===== src/rpe_pkg.sv =====
// ----------------------------------------------------------------------------
// rpe_pkg: shared types and constants of the relocation patch engine
// Word layouts, op and status codes, CRC helper.
// ----------------------------------------------------------------------------
package rpe_pkg;

  // image store size and address width (byte_index is 14 bits wide)
  localparam int unsigned IMAGE_DEPTH = 16384;
  localparam int          IMAGE_AW    = 14;

  typedef enum logic [2:0] {
    OP_WRITE  = 3'd0,
    OP_READ   = 3'd1,
    OP_START  = 3'd2,
    OP_TAIL   = 3'd3,
    OP_FINISH = 3'd4
  } op_t;

  localparam logic [3:0] ST_WORKING     = 4'd0;
  localparam logic [3:0] ST_OK          = 4'd1;
  localparam logic [3:0] ST_BAD_TARGET  = 4'd2;
  localparam logic [3:0] ST_BAD_GAP     = 4'd3;
  localparam logic [3:0] ST_OFFSET_OUT  = 4'd4;
  localparam logic [3:0] ST_POINTER_OUT = 4'd5;
  localparam logic [3:0] ST_COUNT       = 4'd6;
  localparam logic [3:0] ST_LENGTH      = 4'd7;
  localparam logic [3:0] ST_CRC         = 4'd8;

  localparam logic [2:0] CFG_LINK     = 3'd0;
  localparam logic [2:0] CFG_TARGET   = 3'd1;
  localparam logic [2:0] CFG_IMAGE    = 3'd2;
  localparam logic [2:0] CFG_MEMORY   = 3'd3;
  localparam logic [2:0] CFG_RELOC    = 3'd4;
  localparam logic [2:0] CFG_TAIL     = 3'd5;
  localparam logic [2:0] CFG_CRCSTART = 3'd6;
  localparam logic [2:0] CFG_CRCEXP   = 3'd7;

  localparam logic [31:0] CRC_POLY = 32'hEDB88320;

  typedef struct packed {
    logic [2:0]  op;
    logic [13:0] byte_index;
    logic [7:0]  data_byte;
  } in_word_t;

  typedef struct packed {
    logic [7:0] read_byte;
    logic [3:0] status;
    logic       done_res;
  } out_word_t;

  // back-end engine states
  typedef enum logic [3:0] {
    BE_IDLE,
    BE_RD0, BE_RD1, BE_RD2, BE_RD3, BE_RDW,
    BE_CHK, BE_WR0, BE_WR1, BE_WR2, BE_WR3,
    BE_RESP
  } be_state_t;

  // one-byte reflected CRC-32 step
  function automatic logic [31:0] crc_byte(input logic [31:0] crc, input logic [7:0] b);
    logic [31:0] c;
    c = crc ^ {24'd0, b};
    for (int k = 0; k < 8; k++) begin
      c = c[0] ? ((c >> 1) ^ CRC_POLY) : (c >> 1);
    end
    return c;
  endfunction

endpackage


===== src/rpe_front.sv =====
// ----------------------------------------------------------------------------
// rpe_front: input register stage
// Takes input words and holds them in a two-entry queue for the back end.
// ----------------------------------------------------------------------------
module rpe_front (
  input  logic              clk,
  input  logic              rst_n,
  input  logic              in_valid,
  output logic              in_stall,
  input  rpe_pkg::in_word_t in_data,
  output logic              q_valid,
  input  logic              q_pop,
  output rpe_pkg::in_word_t q_data
);

  rpe_pkg::in_word_t buf_r [2];
  logic              rd_ptr_r, wr_ptr_r;
  logic [1:0]        cnt_r;
  logic              push;

  assign in_stall = (cnt_r == 2'd2);
  assign push     = in_valid && !in_stall;
  assign q_valid  = (cnt_r != 2'd0);
  assign q_data   = buf_r[rd_ptr_r];

  // store incoming word
  always_ff @(posedge clk) begin
    if (push) begin
      buf_r[wr_ptr_r] <= in_data;
    end
  end

  // advance pointers
  always_ff @(posedge clk) begin
    if (!rst_n) begin
      rd_ptr_r <= 1'b0;
      wr_ptr_r <= 1'b0;
      cnt_r    <= 2'd0;
    end else begin
      if (push) wr_ptr_r <= ~wr_ptr_r;
      if (q_pop) rd_ptr_r <= ~rd_ptr_r;
      cnt_r <= cnt_r + {1'b0, push} - {1'b0, q_pop};
    end
  end

  a_no_overflow: assert property (@(posedge clk) disable iff (!rst_n)
    cnt_r == 2'd2 |-> !push || q_pop) else $error("queue overflow");
  a_no_underflow: assert property (@(posedge clk) disable iff (!rst_n)
    q_pop |-> cnt_r != 2'd0) else $error("queue underflow");
  a_cnt_range: assert property (@(posedge clk) disable iff (!rst_n)
    cnt_r != 2'd3) else $error("queue count invalid");

endmodule


===== config.mk =====
export PLATFORM = sky130hd
export DESIGN_NAME = rpe_front
export DESIGN_NICKNAME = d
export VERILOG_FILES = /design/src/rpe_pkg.sv /design/src/rpe_front.sv
export SDC_FILE = /design/constraint.sdc
export NUM_CORES = 1
export LEC_CHECK = 0
export BUFFER_PORTS_ARGS = -buffer_cell sky130_fd_sc_hd__buf_4
export CAP_MARGIN = 30
export CORE_UTILIZATION = 46
export DETAILED_ROUTE_END_ITERATION = 8
export HOLD_SLACK_MARGIN = 0.08
export PLACE_DENSITY = 0.78
export RECOVER_POWER = 50
export SYNTH_ARGS = -nofsm -noshare
export SYNTH_HDL_FRONTEND = slang
export SYNTH_SLANG_ARGS = --single-unit

===== constraint.sdc =====
create_clock -name clk -period 2 [get_ports clk]
set_input_delay 0.3 -clock clk [delete_from_list [all_inputs] [get_ports clk]]
set_output_delay 0.3 -clock clk [all_outputs]
set_load 0.01 [all_outputs]

; After elaboration in Yosys (flattened, before gate mapping)
; Memory sizes are Yosys's and may differ from the RTL's. A register that Yosys moved wholly into a read port is not among the register bits.
; Cells that the tools add are included.
[totals]
regBits = 4
latchBits = 0
mem_bits_rw = 50
rom_bits = 0
in_bits = 29
output_inout_bits = 27
word_cells = 16
memories = 1
[op_classes]
add_sub_neg = 2
n_mul = 0
div = 0
magnitude_cmp = 0
eq_ne = 1
shift = 0
n_mux = 4
bitwise = 2
n_reduce_logical = 3
[mem_list]
columns = name, depth, width, rd, rd_ports_with_merged_regs, write_ports, line
row1 = buf_r, 2, 25, 1, 1, 1, rpe_front.sv:16  ; rpe_pkg::in_word_t buf_r [2];
[ops]
columns = cell, n
row1 = $mux 1, 4
row2 = $add 2x1->2, 1
row3 = $eq 2x2->1 const B, 1
row4 = $not 1->1, 2
row5 = $reduce_bool 2->1, 1
row6 = $sub 2x1->2, 1
row7 = $logic_and 1x1->1, 1
row8 = $logic_not 1->1, 1

; Logic depth before layout (Yosys ltp)
[depth]
ltp_word = 5
mapped_depth = 8

; Least setup slack after synthesis
; No wires, ideal clock.
[synth_path]
kind = reg-to-reg
start = register cnt_r[0]
end = memory buf_r[0][0] (netlist bit) (enable)
setup_time_ps = 407
t_arrival_ps = 1621
t_required_ps = 1593
setup_slack_ps = -28
stages_incl_launch_ff = 4
path_buffers = 0
cell_sequence = dfxtp_1 nand2b_1 nand2_1 nor2_1
[synth_between]
elab_chain_len = 5
[synth_rtl]
columns = element, line
row1 = "start, declared", rpe_front.sv:18  ; logic [1:0] cnt_r;
row2 = "start signal, assigned", rpe_front.sv:42  ; cnt_r <= cnt_r + {1'b0, push} - {1'b0, q_pop};
row3 = $eq 2x2->1, rpe_front.sv:21  ; assign in_stall = (cnt_r == 2'd2);
row4 = $logic_not 1->1, rpe_front.sv:22  ; assign push = in_valid && !in_stall;
row5 = $logic_and 1x1->1, rpe_front.sv:22
row6 = $mux 1, rpe_front.sv:28  ; if (push) begin
row7 = $mux 1 (not written as such), rpe_front.sv:29  ; buf_r[wr_ptr_r] <= in_data;
row8 = "end, declared", rpe_front.sv:16
; Every way passes these cells.

==> Implementation_results.wiki <==
{| class="wikitable"
! Metric !! Value
|-
| Startpoint type of the worst setup path || flop
|-
| Number of synthesized register bits || 55
|-
| Register-to-register path setup slack || 0.31 ns
|-
| Via count of the routed design || 1074
|-
| Buffers inserted during post-CTS setup optimization || 0
|-
| Clock network fraction of design power || 24.3%
|-
| Net count after synthesis || 134
|-
| Total internal power || 0.00218 W
|-
| Initial core utilization || 48.4%
|-
| Max Slew Vio Count || 0
|-
| DPL Wire Length || 2.46 mm
|-
| Routability Congestion || 0.639
|-
| Power density normalized to cell area || 1070 nW/um^2
|-
| Core ar. || 4410 um^2
|-
| Clock insertion delay at the later pin of the skew report || 0.30 ns
|-
| Critical path peak fanout || 22
|-
| Max Clock Skew || 0.00558 ns
|-
| I/O pin total || 56
|-
| DRC violations left || 0
|-
| Share of the yosys chip area belonging to registers || 75.0%
|-
| Switching power share of the total || 23.9%
|-
| Critical path endpoint category || output pin
|-
| Number of distinct library cells after synthesis || 17
|-
| Total die area || 4920 um^2
|-
| Portion of total power attributed to sequential cells || 52.5%
|-
| Count of inserted antenna diode cells || 0
|-
| Std cell rows || 24
|-
| Data required time of the worst path || 1.70 ns
|-
| Status || finished, final reports clean
|-
| Count of yosys warnings during synthesis || 0
|-
| Data arrival time of the worst path || 1.42 ns
|-
| Detail-routed net length per standard cell || 15.1 um
|-
| Hold WC Path Type || in2reg
|-
| Syn Area/Cell || 20.7 um^2
|-
| Number of setup violations in the final report || 0
|-
| Total global routing overflow || 0
|-
| Final-report hold violation count || 0
|-
| Worst slew margin || 47.0%
|-
| Filler cells || 342
|-
| Antenna-violating nets left || 0
|-
| Power share of the combinational group || 23.2%
|-
| Width of the die || 70.1 um
|-
| Inserted Clock Buffers || 5
|-
| FF+latch area || 1600 um^2
|-
| PostCTS Resize Cnt || 0
|-
| Number of buffers inserted by port buffering || 55
|-
| Upper clock frequency limit || 580 MHz
|-
| Cell count after synthesis || 103
|-
| Deepest clock path buffer count || 2
|-
| TritonCTS Sinks || 55
|-
| Ratio of final minimum period to clock period || 86.2%
|-
| Post-route cell area || 2690 um^2
|-
| Worst-case reg-to-reg path depth || 3
|-
| Initial antenna violation count || 0
|-
| Total number of H-tree levels || 2
|-
| Post-place instance area || 2620 um^2
|-
| Sum of negative setup slack || 0 ns
|-
| Root buffer cell || sky130_fd_sc_hd__clkbuf_8
|-
| Number of nets in the finished design || 198
|-
| Multi-input logic area || 474 um^2
|-
| Setup repair after global routing missed its margin || no
|-
| P_leak || 1.08 nW
|-
| Total detailed-routing wirelength || 3.32 mm
|-
| Drt pass-1 iters || 4
|-
| Initial detailed-routing violation count || 52
|-
| Average vias per placed instance || 4.88
|-
| Clock input transition at the sequential cells of the worst setup and hold paths || 0.09 ns
|-
| Pin count of the biggest net entering global routing || 23
|-
| Post-synthesis cell area || 2140 um^2
|-
| Overall global routing resource usage || 15.1%
|-
| Floorplan die height || 70.1 um
|-
| CTS hold repair buffers || 0
|-
| Transition time at the pin with the least slew margin || 0.794 ns
|-
| Clock tree from TritonCTS || done
|-
| Fraction of final layout cells sized beyond drive strength 1 || 51.8%
|-
| Critical path class || reg2out
|-
| Reg-to-Reg Start || cnt_r[0]
|-
| Wire length of the first global-routing pass || 5.44 mm
|-
| Capturing element of the worst setup path || q_data[3]
|-
| RR Endpoint || buf_r[1][16]
|-
| Max capacitance violation total || 0
|-
| Number of global-route vias before repair || 1162
|-
| Switching power || 0.000687 W
|-
| Area Overhead vs Synth || 26.1%
|-
| Min Tclk post-route || 1.72 ns
|-
| VDD IR max || 0.732 mV
|}
-- sequential cells by signal, indices dropped and copies added, names as in the netlist, named ones only --
name / flops
buf_r: 50
cnt_r: 2
rd_ptr_r: 1
wr_ptr_r: 1
-- kinds of logic after synthesis --
| kind of cell | Yosys count | synth area share, % |
|---|---|---|
| XOR/XNOR | 3 | 1.23 |
| adder cells (fa/ha/maj) | 2 | 1.17 |
| buffers and inverters | 6 | 2.93 |
| flip-flops | 55 | 75.0 |
| multiplexers | 26 | 17.2 |
| AND/OR/NAND/NOR | 11 | 2.52 |
-- critical path, cell delays in order (launching register included) --
cell and delay, ns:
sky130_fd_sc_hd__dfxtp_2 0.40, sky130_fd_sc_hd__buf_12 0.21, sky130_fd_sc_hd__mux2_2 0.37, sky130_fd_sc_hd__buf_4 0.14
-- layout make-up --
class                      instances  share of cell area, %
sequential                        55                   59.5
multi-input combinational         42                   17.6
timing repair buffer              60                   16.1
clock buffer                       5                   2.55
tap                               52                   2.42
clock inverter                     3                   1.44
inverter                           3                  0.418
-- synthesized netlist by cell type --
master | number | area (um^2)
sky130_fd_sc_hd__edfxtp_1 | 50 | 1500
sky130_fd_sc_hd__mux2_4 | 20 | 300
sky130_fd_sc_hd__dfxtp_1 | 5 | 100
sky130_fd_sc_hd__mux2_2 | 5 | 56.3
sky130_fd_sc_hd__nor2_1 | 4 | 15.0
sky130_fd_sc_hd__inv_1 | 3 | 11.3
sky130_fd_sc_hd__buf_12 | 2 | 40.0
sky130_fd_sc_hd__ha_1 | 2 | 25.0
sky130_fd_sc_hd__nand2_1 | 2 | 7.51
sky130_fd_sc_hd__nand2b_1 | 2 | 12.5
sky130_fd_sc_hd__xnor2_1 | 2 | 17.5
sky130_fd_sc_hd__and2_1 | 1 | 6.26
sky130_fd_sc_hd__and3_1 | 1 | 6.26
sky130_fd_sc_hd__buf_6 | 1 | 11.3
sky130_fd_sc_hd__mux2i_1 | 1 | 10.0
sky130_fd_sc_hd__or2_2 | 1 | 6.26
sky130_fd_sc_hd__xor2_1 | 1 | 8.76
-- power groups by stage --
| stage | combinational, W | sequential [W] | clock, W |
|---|---|---|---|
| after floorplan | 0.000397 | 0.00152 | 0 |
| after global placement | 0.000662 | 0.00152 | 0 |
| after detailed placement | 0.000690 | 0.00154 | 0 |
| after CTS | 0.000692 | 0.00151 | 0.000711 |
| after global routing | 0.000724 | 0.00153 | 0.000754 |
| final | 0.000665 | 0.00151 | 0.000697 |
-- layer usage --
layer	vias up	wire, um	track usage (%)
li1	514	-	-
met1	516	1230	15.9
met2	37	1850	27.6
met3	7	174	4.91
met4	0	61	6.00
met5	-	0	0
-- per-stage QoR --
step / utilization [%] / instances / total power [W] / hold WS (ns) / setup slack [ns]
after global placement: 59.3 / 212 / 0.00218 / 0.473 / 0.519
after floorplan: - / 103 / 0.00191 / 0.399 / 0.378
final: 61.0 / 220 / 0.00287 / 0.203 / 0.276
after global routing: 61.0 / 220 / 0.00300 / 0.189 / 0.137
after detailed placement: 59.3 / 212 / 0.00223 / 0.490 / 0.350
after CTS: 61.7 / 220 / 0.00291 / 0.174 / 0.253
-- layout by cell type, fill, tap and decap left out, drive strengths merged --
cell / n
and2: 1
and3: 1
buf: 33
bufinv: 1
clkbuf: 32
clkinv: 2
dfxtp: 5
edfxtp: 50
ha: 2
inv: 3
mux2: 25
mux2i: 1
nand2: 2
nand2b: 2
nor2: 4
or2: 1
xnor2: 2
xor2: 1
-- how the worst min path moves through the flow --
stage                     start      endpoint  slack, ns  cells after the start
finish               in_data[2]   buf_r[0][2]       0.20                      1
global route        in_data[21]  buf_r[1][21]       0.19                      1
CTS                 in_data[21]  buf_r[1][21]       0.17                      1
detailed placement  in_data[16]  buf_r[1][16]       0.49                      1
global placement       wr_ptr_r      wr_ptr_r       0.47                      2
floorplan            in_data[0]   buf_r[0][0]       0.40                      0
Note: power is estimated with default switching activity, not from simulation.
